==> src/rtl/core/tkpil_pkg.sv <==
// Shared types and constants of the top-K pair insertion list.
package tkpil_pkg;

    localparam int KEY_W = 32;
    localparam int ID_W  = 31;
    localparam int APB_ADDR_W = 3;
    localparam int APB_DATA_W = 32;

    typedef logic [KEY_W-1:0] key_t;
    typedef logic [ID_W-1:0]  id_t;
    typedef logic [0:0]       reg_idx_t;

    localparam reg_idx_t REG_ORDER_MODE      = 1'b0;
    localparam reg_idx_t REG_EQUAL_TOLERANCE = 1'b1;

    localparam logic ORDER_CLOSEST  = 1'b0;
    localparam logic ORDER_FURTHEST = 1'b1;

    localparam key_t TOLERANCE_RESET = 32'd1;
    localparam key_t WORST_CLOSEST   = 32'hFFFF_FFFF;
    localparam key_t WORST_FURTHEST  = 32'h0000_0000;

    typedef struct packed {
        key_t key;
        id_t  first_id;
        id_t  second_id;
    } entry_t;

    typedef struct packed {
        logic duplicate;
        logic beaten;
    } cmp_t;

    typedef enum logic [2:0] {
        ST_IDLE,
        ST_SCAN,
        ST_SHIFT,
        ST_WRITE,
        ST_RESULT
    } state_t;

endpackage

==> src/rtl/core/tkpil_if.sv <==
// Request channels of the top-K pair insertion list.
interface tkpil_in_if;
    logic                valid;
    logic                ready;
    tkpil_pkg::key_t     pair_key;
    tkpil_pkg::id_t      first_id;
    tkpil_pkg::id_t      second_id;

    modport source (output valid, pair_key, first_id, second_id, input ready);
    modport sink   (input valid, pair_key, first_id, second_id, output ready);
endinterface

interface tkpil_out_if;
    logic                valid;
    logic                ready;
    tkpil_pkg::key_t     kth_key;
    logic                kth_valid;
    logic                was_inserted;

    modport source (output valid, kth_key, kth_valid, was_inserted, input ready);
    modport sink   (input valid, kth_key, kth_valid, was_inserted, output ready);
endinterface

==> src/rtl/core/tkpil_slot_cmp.sv <==
// Compares a candidate pair against one stored list entry.
module tkpil_slot_cmp (
    input  tkpil_pkg::entry_t cand,
    input  tkpil_pkg::entry_t held,
    input  logic              order_mode,
    input  tkpil_pkg::key_t   tolerance,
    output tkpil_pkg::cmp_t   result
);
    import tkpil_pkg::*;

    key_t diff;
    logic near_key;
    logic same_pair;
    logic better;

    always_comb
    begin
        diff = (cand.key > held.key) ? (cand.key - held.key) : (held.key - cand.key);
        near_key = (diff < tolerance);
        // The pair is unordered, so both id assignments match.
        same_pair = ((cand.first_id == held.first_id) && (cand.second_id == held.second_id))
                 || ((cand.first_id == held.second_id) && (cand.second_id == held.first_id));
        better = (order_mode == ORDER_FURTHEST) ? (cand.key > held.key)
                                                : (cand.key < held.key);
        result.duplicate = near_key && same_pair;
        result.beaten    = !near_key && better;
    end

endmodule

==> src/rtl/core/top_k_pair_insertion_list.sv <==
// Top level of the top-K pair insertion list: control, list memory and register port.
//
// The list of the best LIST_DEPTH pairs lives in one synchronous memory with a registered
// read port; a fill count stands in for per-entry valid bits, since valid entries always
// form a prefix. A request is handled one at a time: it is accepted, the entries are
// scanned from the front up to the insertion point P, the entries behind P are moved
// down one place, the new pair is written to P and the result is presented. A repeat,
// or a full list that the pair does not beat, skips the moving and the writing. The
// result step waits while the previous result is still held. The result register frees
// the input side: the next request is taken while a result still waits. No clearing
// pass is needed after reset.
module top_k_pair_insertion_list #(
    parameter int LIST_DEPTH = 16
) (
    input  logic                             clk,
    input  logic                             rst_n,
    input  logic                             psel,
    input  logic                             penable,
    input  logic                             pwrite,
    input  logic [tkpil_pkg::APB_ADDR_W-1:0] paddr,
    input  logic [tkpil_pkg::APB_DATA_W-1:0] pwdata,
    output logic [tkpil_pkg::APB_DATA_W-1:0] prdata,
    output logic                             pready,
    tkpil_in_if.sink                         pair_in,
    tkpil_out_if.source                      res_out
);
    import tkpil_pkg::*;

    localparam int IDX_W = (LIST_DEPTH > 1) ? $clog2(LIST_DEPTH) : 1;
    localparam int CNT_W = $clog2(LIST_DEPTH + 1);
    localparam logic [IDX_W-1:0] LAST_IDX  = IDX_W'(LIST_DEPTH - 1);
    localparam logic [CNT_W-1:0] FULL_CNT  = CNT_W'(LIST_DEPTH);

    // Configuration registers.
    logic     order_mode_reg;
    key_t     tolerance_reg;
    reg_idx_t cfg_idx;
    logic     cfg_write;

    assign pready    = 1'b1;
    assign cfg_idx   = paddr[2];
    assign cfg_write = psel && penable && pwrite && pready;
    assign prdata    = (cfg_idx == REG_EQUAL_TOLERANCE) ? tolerance_reg
                                                        : {31'd0, order_mode_reg};

    always_ff @(posedge clk or negedge rst_n)
    begin
        if (!rst_n)
        begin
            order_mode_reg <= ORDER_CLOSEST;
            tolerance_reg  <= TOLERANCE_RESET;
        end
        else if (cfg_write)
        begin
            unique case (cfg_idx)
                REG_ORDER_MODE:      order_mode_reg <= pwdata[0];
                REG_EQUAL_TOLERANCE: tolerance_reg  <= pwdata;
                default:             order_mode_reg <= order_mode_reg;
            endcase
        end
    end

    // List memory.
    entry_t           list_mem [LIST_DEPTH];
    entry_t           rd_data_reg;
    logic [IDX_W-1:0] rd_addr;
    logic             wr_en;
    logic [IDX_W-1:0] wr_addr;
    entry_t           wr_data;

    always_ff @(posedge clk)
    begin
        if (wr_en)
        begin
            list_mem[wr_addr] <= wr_data;
        end
        rd_data_reg <= list_mem[rd_addr];
    end

    // Control state.
    state_t           state_reg, state_next;
    logic [IDX_W-1:0] idx_reg, idx_next;
    logic [IDX_W-1:0] pos_reg, pos_next;
    logic [CNT_W-1:0] count_reg, count_next;
    key_t             last_key_reg, last_key_next;
    logic             ins_reg, ins_next;
    logic             out_valid_reg, out_valid_next;
    entry_t           cand_reg;
    key_t             out_key_reg;
    logic             out_kvalid_reg;
    logic             out_ins_reg;
    logic             load_out;
    logic             accept;
    logic [IDX_W-1:0] top_idx;
    logic             at_end;
    cmp_t             cmp;
    entry_t           in_entry;

    assign accept       = pair_in.valid && pair_in.ready;
    assign pair_in.ready = (state_reg == ST_IDLE);
    assign in_entry     = '{key: pair_in.pair_key, first_id: pair_in.first_id,
                            second_id: pair_in.second_id};

    tkpil_slot_cmp u_cmp (
        .cand       (cand_reg),
        .held       (rd_data_reg),
        .order_mode (order_mode_reg),
        .tolerance  (tolerance_reg),
        .result     (cmp)
    );

    always_comb
    begin
        // Destination of the first move: the first free entry, or the last entry if full.
        top_idx = (count_reg == FULL_CNT) ? LAST_IDX : count_reg[IDX_W-1:0];
        at_end  = (CNT_W'(idx_reg) == count_reg);

        state_next = state_reg;
        idx_next   = idx_reg;
        pos_next   = pos_reg;
        count_next = count_reg;
        ins_next   = ins_reg;
        rd_addr    = idx_reg + 1'b1;
        wr_en      = 1'b0;
        wr_addr    = idx_reg + 1'b1;
        wr_data    = rd_data_reg;
        load_out   = 1'b0;

        unique case (state_reg)
            ST_IDLE:
            begin
                if (pair_in.valid)
                begin
                    rd_addr    = '0;
                    idx_next   = '0;
                    ins_next   = 1'b0;
                    state_next = ST_SCAN;
                end
            end
            ST_SCAN:
            begin
                if (!at_end && cmp.duplicate)
                begin
                    state_next = ST_RESULT;
                end
                else if (at_end || cmp.beaten)
                begin
                    pos_next = idx_reg;
                    if (top_idx > idx_reg)
                    begin
                        rd_addr    = top_idx - 1'b1;
                        idx_next   = top_idx - 1'b1;
                        state_next = ST_SHIFT;
                    end
                    else
                    begin
                        state_next = ST_WRITE;
                    end
                end
                else if (idx_reg == LAST_IDX)
                begin
                    state_next = ST_RESULT;
                end
                else
                begin
                    idx_next = idx_reg + 1'b1;
                end
            end
            ST_SHIFT:
            begin
                // Move the entry read last cycle one place down while reading the next one.
                wr_en = 1'b1;
                if (idx_reg == pos_reg)
                begin
                    state_next = ST_WRITE;
                end
                else
                begin
                    rd_addr  = idx_reg - 1'b1;
                    idx_next = idx_reg - 1'b1;
                end
            end
            ST_WRITE:
            begin
                wr_en      = 1'b1;
                wr_addr    = pos_reg;
                wr_data    = cand_reg;
                count_next = (count_reg == FULL_CNT) ? count_reg : count_reg + 1'b1;
                ins_next   = 1'b1;
                state_next = ST_RESULT;
            end
            ST_RESULT:
            begin
                if (!out_valid_reg || res_out.ready)
                begin
                    load_out   = 1'b1;
                    state_next = ST_IDLE;
                end
            end
            default:
            begin
                state_next = ST_IDLE;
            end
        endcase

        last_key_next = (wr_en && (wr_addr == LAST_IDX)) ? wr_data.key : last_key_reg;
        out_valid_next = load_out ? 1'b1 : (res_out.ready ? 1'b0 : out_valid_reg);
    end

    always_ff @(posedge clk or negedge rst_n)
    begin
        if (!rst_n)
        begin
            state_reg     <= ST_IDLE;
            idx_reg       <= '0;
            pos_reg       <= '0;
            count_reg     <= '0;
            ins_reg       <= 1'b0;
            out_valid_reg <= 1'b0;
            last_key_reg  <= '0;
        end
        else
        begin
            state_reg     <= state_next;
            idx_reg       <= idx_next;
            pos_reg       <= pos_next;
            count_reg     <= count_next;
            ins_reg       <= ins_next;
            out_valid_reg <= out_valid_next;
            last_key_reg  <= last_key_next;
        end
    end

    always_ff @(posedge clk)
    begin
        if (accept)
        begin
            cand_reg <= in_entry;
        end
        if (load_out)
        begin
            out_ins_reg    <= ins_reg;
            out_kvalid_reg <= (count_reg == FULL_CNT);
            if (count_reg == FULL_CNT)
            begin
                out_key_reg <= last_key_reg;
            end
            else
            begin
                out_key_reg <= (order_mode_reg == ORDER_FURTHEST) ? WORST_FURTHEST
                                                                  : WORST_CLOSEST;
            end
        end
    end

    assign res_out.valid        = out_valid_reg;
    assign res_out.kth_key      = out_key_reg;
    assign res_out.kth_valid    = out_kvalid_reg;
    assign res_out.was_inserted = out_ins_reg;

    // Checks on the sequencing of the list update.
    a_count_bound: assert property (@(posedge clk) disable iff (!rst_n)
        count_reg <= FULL_CNT)
        else $error("fill count exceeds list depth");

    a_accept_scan: assert property (@(posedge clk) disable iff (!rst_n)
        accept |=> (state_reg == ST_SCAN))
        else $error("accepted request did not start a scan");

    a_shift_range: assert property (@(posedge clk) disable iff (!rst_n)
        (state_reg == ST_SHIFT) |-> ((idx_reg >= pos_reg) && (idx_reg < top_idx)))
        else $error("shift source outside the moved range");

    a_write_fills: assert property (@(posedge clk) disable iff (!rst_n)
        (state_reg == ST_WRITE) |=> ((count_reg != '0) && ins_reg))
        else $error("insertion left the list empty");

endmodule

==> src/flat_wrapper.sv <==
// flat-port wrapper written by rule: the top's interface ports become plain ports
module top_k_pair_insertion_list_flat import tkpil_pkg::*;
#(
    parameter int LIST_DEPTH = 16
)
  (clk, rst_n, psel, penable, pwrite, paddr, pwdata, prdata, pready, pair_in_valid, pair_in_pair_key, pair_in_first_id, pair_in_second_id, pair_in_ready, res_out_valid, res_out_kth_key, res_out_kth_valid, res_out_was_inserted, res_out_ready);
  tkpil_in_if pair_in_i ();
  tkpil_out_if res_out_i ();
  input  logic clk;
  input  logic rst_n;
  input  logic psel;
  input  logic penable;
  input  logic pwrite;
  input  logic [tkpil_pkg::APB_ADDR_W-1:0] paddr;
  input  logic [tkpil_pkg::APB_DATA_W-1:0] pwdata;
  output logic [tkpil_pkg::APB_DATA_W-1:0] prdata;
  output logic pready;
  input wire logic [$bits(pair_in_i.valid)-1:0] pair_in_valid;
  input wire logic [$bits(pair_in_i.pair_key)-1:0] pair_in_pair_key;
  input wire logic [$bits(pair_in_i.first_id)-1:0] pair_in_first_id;
  input wire logic [$bits(pair_in_i.second_id)-1:0] pair_in_second_id;
  output wire logic [$bits(pair_in_i.ready)-1:0] pair_in_ready;
  output wire logic [$bits(res_out_i.valid)-1:0] res_out_valid;
  output wire logic [$bits(res_out_i.kth_key)-1:0] res_out_kth_key;
  output wire logic [$bits(res_out_i.kth_valid)-1:0] res_out_kth_valid;
  output wire logic [$bits(res_out_i.was_inserted)-1:0] res_out_was_inserted;
  input wire logic [$bits(res_out_i.ready)-1:0] res_out_ready;
  assign pair_in_i.valid = pair_in_valid;
  assign pair_in_i.pair_key = pair_in_pair_key;
  assign pair_in_i.first_id = pair_in_first_id;
  assign pair_in_i.second_id = pair_in_second_id;
  assign pair_in_ready = pair_in_i.ready;
  assign res_out_valid = res_out_i.valid;
  assign res_out_kth_key = res_out_i.kth_key;
  assign res_out_kth_valid = res_out_i.kth_valid;
  assign res_out_was_inserted = res_out_i.was_inserted;
  assign res_out_i.ready = res_out_ready;
  top_k_pair_insertion_list #(.LIST_DEPTH(LIST_DEPTH)) u_core (.clk(clk), .rst_n(rst_n), .psel(psel), .penable(penable), .pwrite(pwrite), .paddr(paddr), .pwdata(pwdata), .prdata(prdata), .pready(pready), .pair_in(pair_in_i), .res_out(res_out_i));
endmodule
==> config.mk <==
export PLATFORM = sky130hd
export DESIGN_NAME = top_k_pair_insertion_list_flat
export DESIGN_NICKNAME = d
export VERILOG_FILES = /design/src/rtl/core/tkpil_pkg.sv /design/src/rtl/core/tkpil_if.sv /design/src/rtl/core/tkpil_slot_cmp.sv /design/src/rtl/core/top_k_pair_insertion_list.sv /design/src/flat_wrapper.sv
export SDC_FILE = /design/constraint.sdc
export NUM_CORES = 2
export LEC_CHECK = 0
export BUFFER_PORTS_ARGS = -buffer_cell sky130_fd_sc_hd__buf_4
export CELL_PAD_IN_SITES_DETAIL_PLACEMENT = 0
export CELL_PAD_IN_SITES_GLOBAL_PLACEMENT = 2
export CORE_ASPECT_RATIO = 0.5
export CORE_MARGIN = 2
export CORE_UTILIZATION = 33
export CTS_BUF_LIST = sky130_fd_sc_hd__clkbuf_16
export CTS_CLUSTER_DIAMETER = 100
export DETAILED_ROUTE_END_ITERATION = 10
export PLACE_DENSITY = 0.59
export RECOVER_POWER = 50
export SLEW_MARGIN = 30
export SYNTH_ARGS = -nofsm -noshare
export SYNTH_HDL_FRONTEND = slang
export SYNTH_SLANG_ARGS = --single-unit
export TNS_END_PERCENT = 100
==> constraint.sdc <==
create_clock -name clk -period 12.5 [get_ports clk]
set_clock_uncertainty 0.05 [all_clocks]
set_input_delay 2.5 -clock clk [delete_from_list [all_inputs] [get_ports clk]]
set_output_delay 2.5 -clock clk [all_outputs]
set_load 0.01 [all_outputs]
### Word level (Yosys, flattened, before mapping)

Memories as Yosys holds them, arrays and structs flattened. A register that Yosys moved wholly into a read port is not among the register bits.
Index checks and enable logic that the tools add are counted.

| operators by class | value |
|---|---|
| $add $sub $neg | 6 |
| magnitude comparators | 4 |
| equality and inequality tests | 21 |
| multiplexer cells | 38 |
| bitwise gates (word level) | 3 |
| reductions and logical operators | 27 |

Operator list:

| kind | number |
|---|---|
| two-way mux 32 bit | 4 |
| == test 31 bit | 4 |
| two-way mux 94 bit | 1 |
| less-than comparator 32 bit | 2 |
| subtractor 32 bit | 2 |
| two-way mux 4 bit | 13 |
| greater-than comparator 32 bit | 1 |
| one-hot mux 4 bit (3 select lines) | 2 |
| two-way mux 3 bit | 6 |
| one-hot mux 3 bit (5 select lines) | 1 |
| two-way mux 1 bit | 10 |
| logical AND 1 bit | 9 |
| == test 4 bit, second input constant | 2 |
| AND reduction 2 bit | 4 |
| subtractor 4 x 1 -> 4 bit, second input constant | 2 |
| == test 3 x 2 -> 1 bit, second input constant | 2 |
| inequality test 2 bit, second input constant | 3 |
| AND reduction 6 bit | 1 |
| adder 5 x 1 -> 5 bit, second input constant | 1 |
| == test 4 x 5 -> 1 bit | 1 |
| == test 5 bit, second input constant | 1 |
| adder 4 x 1 -> 4 bit, second input constant | 1 |
| == test 4 bit | 1 |
| greater-than comparator 4 bit | 1 |
| 16 further kinds | 24 |

| storage, ports and cells | value |
|---|---|
| register bits | 211 |
| memory bits (writable) | 1504 |
| bits of input ports | 136 |
| output and inout bits | 69 |
| word-level logic and storage cells | 115 |
| memories kept | 1 |

Memories:

| name | depth | width | read ports | clocked after Yosys merged registers in | wr ports | RTL line | text |
|---|---|---|---|---|---|---|---|
| u_core.list_mem | 16 | 94 | 1 | 1 | 1 | top_k_pair_insertion_list.sv:64 | `entry_t list_mem [LIST_DEPTH];` |

### Longest topological paths before layout

| logic depth | value |
|---|---|
| word-level depth | 9 |
| depth in mapped cells | 32 |
| mapped depth without buffers | 27 |

### Hierarchy

Synthesis repeated with hierarchy kept, for this count alone.

| unflattened totals | value |
|---|---|
| cells, all modules | 4968 |
| area total of the unflattened synthesis | 75177.1 µm² |

By module, submodules not included:

| module | instances | cells an instance | area an instance (µm²) | sequential area each (µm²) |
|---|---|---|---|---|
| top_k_pair_insertion_list | 1 | 4113 | 69166.3 | 52967.0 |
| tkpil_slot_cmp | 1 | 855 | 6010.8 | 0.0 |

### Least setup slack after synthesis

No wires, ideal clock.

| path | value |
|---|---|
| kind | input-to-reg |
| start | input port pair_in_valid |
| end | register u_core.rd_data_reg[13] (netlist name) |
| setup time | 0.127 ns |
| arrival | 13.782 ns |
| required time | 12.323 ns |
| slack | -1.459 ns |
| cell stages on the path | 8 |
| path buffers | 2 |
| cell sequence | nor2_1 -> nor4_1 -> o32a_2 -> buf_2 -> buf_4 -> mux4_2 -> a22o_1 -> or3_1 |

| between the ends | value |
|---|---|
| longest elaborated chain between the ends | 2 |

Ends and longest elaborated chain:

| element | RTL line | text |
|---|---|---|
| from (decl) | flat_wrapper.sv:18 | `input wire logic [$bits(pair_in_i.valid)-1:0] pair_in_valid;` |
| two-way mux 4 bit | top_k_pair_insertion_list.sv:132 | `if (pair_in.valid)` |
| one-hot mux 4 bit (3 select lines) | top_k_pair_insertion_list.sv:129 | `unique case (state_reg)` |

No other way between the ends.
A chain may end at the register's enable or synchronous reset.

### Worst setup path in the final report

| path | value |
|---|---|
| start | register u_core.cand_reg[89] (netlist name) |
| end | register u_core.rd_data_reg[88] (netlist name) |

| between the ends | value |
|---|---|
| longest elaborated chain between the ends | 9 |
| elaborated cells between the ends (all ways) | 15 |
| those cells by class | add/sub: 2; order compare: 3; mux: 5; reduce/logical: 5 |

Ends and longest elaborated chain:

| element | RTL line | text |
|---|---|---|
| from (decl) | top_k_pair_insertion_list.sv:88 | `entry_t cand_reg;` |
| from (signal assigned) | top_k_pair_insertion_list.sv:238 | `cand_reg <= in_entry;` |
| subtractor 32 bit or greater-than comparator 32 bit (tied branches) | tkpil_slot_cmp.sv:18, tkpil_slot_cmp.sv:23 |  |
| two-way mux 32 bit | tkpil_slot_cmp.sv:18 | `diff = (cand.key > held.key) ? (cand.key - held.key) : (held.key - cand.key);` |
| less-than comparator 32 bit | tkpil_slot_cmp.sv:19 | `near_key = (diff < tolerance);` |
| logical NOT 1 bit | tkpil_slot_cmp.sv:26 | `result.beaten = !near_key && better;` |
| logical AND 1 bit | tkpil_slot_cmp.sv:26 |  |
| logical OR 1 bit | top_k_pair_insertion_list.sv:146 | `else if (at_end \|\| cmp.beaten)` |
| two-way mux 4 bit | top_k_pair_insertion_list.sv:146 |  |
| two-way mux 4 bit * | top_k_pair_insertion_list.sv:142 | `if (!at_end && cmp.duplicate)` |
| one-hot mux 4 bit (3 select lines) * | top_k_pair_insertion_list.sv:129 |  |

Every way passes the cells marked *; elsewhere a longest branch is shown, timed or not.

==> results.md <==
- Outcome: finished with violations
- Failing checks: capacitance limit, slew limit
- Crit path max fanout: 36
- GR Overflow Total: 0
- Final setup TNS: 0 ps
- Drt drc: 0
- Dpl ws: 2770 ps
- Core ar.: 221,000 sq um
- Static leakage: 0.0293 uW
- Main synth FF type: edfxtp_1
- CP endpoint kind: flip-flop
- CTS tree: built
- Yosys warnings: 0
- Root buf cell: clkbuf_16
- Drt pass-1 iters: 5
- Final setup violation count: 0
- Worst-case vdd ir drop: just under 0.0004 V
- Average wire per standard cell: around 27 um
- CTS max path bufs: 4
- Netlist cell types: between 60 and 70
- RSZ-0062 raised after global routing: no
- Post-route worst setup slack: 2980 ps
- Met1 Resource Use GR: a little under a quarter
- Power Dens Cells: between 300 and 400 nW/um^2
- Post-synth EDFFs: approximately 1,600
- Period utilisation layout: around 76%
- Final min period: 9520 ps
- Worst-path clk slew: 60 ps
- Vias in the first global route: about 40,000
- Seq/Total Area, Yosys: between 70% and 80%
- Cts hold-fix bufs: 0
- Total die area: around 230,000 sq um
- Slew margin rel.: -142%
- Startpoint types: flip-flop
- HP Class: reg -> reg
- IO Count: 205
- WL final: between 200,000 and 250,000 um
- Met2 usage: just over 30%
- Critical setup path kind: reg -> reg
- Overall die width: ~670 um
- Hpwl dp: between 100,000 and 150,000 um
- GR peak layer: met2
- Number of hold-slack violations in the final timing report: 0
- Largest net degree at the start of global routing: roughly 120
- Mapped Cells: about 4,200
- Starting Density: approximately 33%
- Syn avg cell area: about 17 sq um
- Initial antenna violation count: 11
- Fin. max-slew vios: between 500 and 600
- First-pass GRT wire length: roughly 290,000 um
- Net count, final: between 4,000 and 5,000
- Die Height: between 300 and 400 um
- Via density: between 5 and 6
- GP Congestion: roughly 0.81
- DR iter-0 viols: approximately 2,800
- Least-Margin Pin Slew: approximately 3600 ps
- Layout area overhead: 14.7%
- Post-CTS setup buffers: 0
- # resized after CTS: 0
- Yosys reg bits: ~1,800
- Number of buffers added on ports: 201
- FP Rows: 122
- Worst r2r path cells: 26
- Synthesized area: around 73,000 sq um
- Vias: 38,566
- Max incr delay on CP: 860 ps
- GRT Total Usage: 17.8%
- CP arrival: about 10,000 ps
- Clk sinks: about 1,800
- Max Fclk: 0.105 GHz
- Clock latency on the worst-skew pair: slightly above 800 ps
- Asr flop ratio synth: around 4.6%
- Hold depth: 0
- Final ANT Viol Nets: 0
- Max_cap viols: 21
- Total power: between 20,000 and 30,000 uW
- Slowest CP cell: a221oi_1
- CTS Buf Count: approximately 180
- Max reg flops: roughly 1,500
- H-tree Lvls: 4
- Met3 Track Usage GR: around 2.3%
- Layout cells sized above 1: ~17%
- Data required, critical path: 13,090 ps
- Post-Syn Nets: between 4,000 and 5,000
[through the flow]
stage               instances  utilization, %  hold WS, ps  cell area, sq um
finish                   7587            38.1          411             84200
detailed placement       7266            35.8          398             79100
global route             7586            38.0          416             84200
global placement         7254            35.6          384             78700
floorplan                4196               -          375             73400
CTS                      7583            38.2          413             84500
[critical path: cells and delay by family (launching register included)]
kind            cells  cell delay [ps]
flops               1              370
compound gates     11             4410
simple gates        7             1470
xor+xnor            1              100
buf+inv             4             1380
fa+ha+maj           2              860
mux                 1              600
[report_power, final]
| part | internal, uW | switching, uW | leakage [uW] |
|---|---|---|---|
| clock | 2830 | 2290 | 0.00285 |
| sequential | 8250 | 658 | 0.0167 |
| combinational | 4620 | 6760 | 0.00980 |
| total | 15700 | 9700 | 0.0293 |
[synthesized netlist by cell type (all sizes together), types with 3 or more instances]
master	n	share of area, %
dfrtp	82	2.8
nand2b	9	0.077
o32ai	4	0.048
or2	5	0.043
xor2	95	1.1
nand2	90	0.46
o21bai	14	0.14
o211ai	6	0.061
nand3	11	0.082
xnor2	74	0.88
o22ai	189	1.6
edfxtp	1632	67
inv	124	0.63
buf	121	0.95
mux4	188	5.8
or3	99	0.85
nor2	68	0.35
o31ai	5	0.051
a31oi	8	0.068
ha	103	1.8
nor4	27	0.23
nand3b	3	0.031
a21o	53	0.54
and2	34	0.29
nor2b	13	0.11
clkbuf	90	0.46
dfxtp	94	2.6
o21a	12	0.12
mux2	136	2.1
o21ai	107	0.73
a22o	94	1.1
a211oi	12	0.12
nand4	42	0.36
nor3	22	0.15
a21oi	102	0.70
a221oi	4	0.056
mux2i	387	5.3
nor3b	3	0.031
a21boi	7	0.072
[final timing paths]
check | to | from | slack, ps
min in group asynchronous | u_core.tolerance_reg[17]$_DFFE_PN0P_ | rst_n | 2220
max reg2reg | u_core.rd_data_reg[88]$_DFF_P_ | u_core.cand_reg[89]$_DFFE_PP_ | 2980
max | u_core.rd_data_reg[88]$_DFF_P_ | u_core.cand_reg[89]$_DFFE_PP_ | 2980
min reg2reg | u_core.res_out.was_inserted$_DFFE_PP_ | u_core.ins_reg$_DFFE_PN0P_ | 410
max in group asynchronous | u_core.last_key_reg[5]$_DFFE_PN0P_ | rst_n | 6080
min | u_core.res_out.was_inserted$_DFFE_PP_ | u_core.ins_reg$_DFFE_PN0P_ | 410
[layout make-up]
type | count | area (sq um)
inverter | 124 | 465
timing repair buffer | 308 | 2510
sequential | 1809 | 53000
clock buffer | 181 | 4530
tap | 2976 | 3720
fill | 20340 | 137000
antenna | 1 | 2.50
multi-input combinational | 2052 | 19100
clock inverter | 136 | 886
[metal layers]
metal	vias to the layer above	part of all wire, %
li1	17182	-
met1	20330	45
met2	820	49
met3	234	4.1
met4	0	2.1
met5	-	0
[cell usage in the layout (no fill, tap or decap), drive strengths merged, types with 68 or more instances in the layout]
| master | n |
|---|---|
| a21oi | 102 |
| a22o | 94 |
| buf | 181 |
| clkbuf | 308 |
| dfrtp | 82 |
| dfxtp | 94 |
| edfxtp | 1632 |
| ha | 103 |
| inv | 188 |
| mux2 | 136 |
| mux2i | 387 |
| mux4 | 188 |
| nand2 | 90 |
| nor2 | 68 |
| o21ai | 107 |
| o22ai | 189 |
| or3 | 99 |
| xnor2 | 74 |
| xor2 | 95 |
[logic make-up (layout without fill, tap and decap cells)]
| family | count (synthesis) | in the layout | synth area share (%) |
|---|---|---|---|
| AOI/OAI and AO/OA | 634 | 634 | 5.69 |
| and+or+nand+nor | 432 | 432 | 3.13 |
| DFF | 1809 | 1809 | 72.2 |
| adders and majority gates | 105 | 105 | 1.81 |
| other | 1 | 2 | 0.00511 |
| muxes | 711 | 711 | 13.1 |
| buffers and inverters | 335 | 749 | 2.04 |
| xor gates and xnor gates | 169 | 169 | 2.02 |
Power figures use the tool's default switching activity.
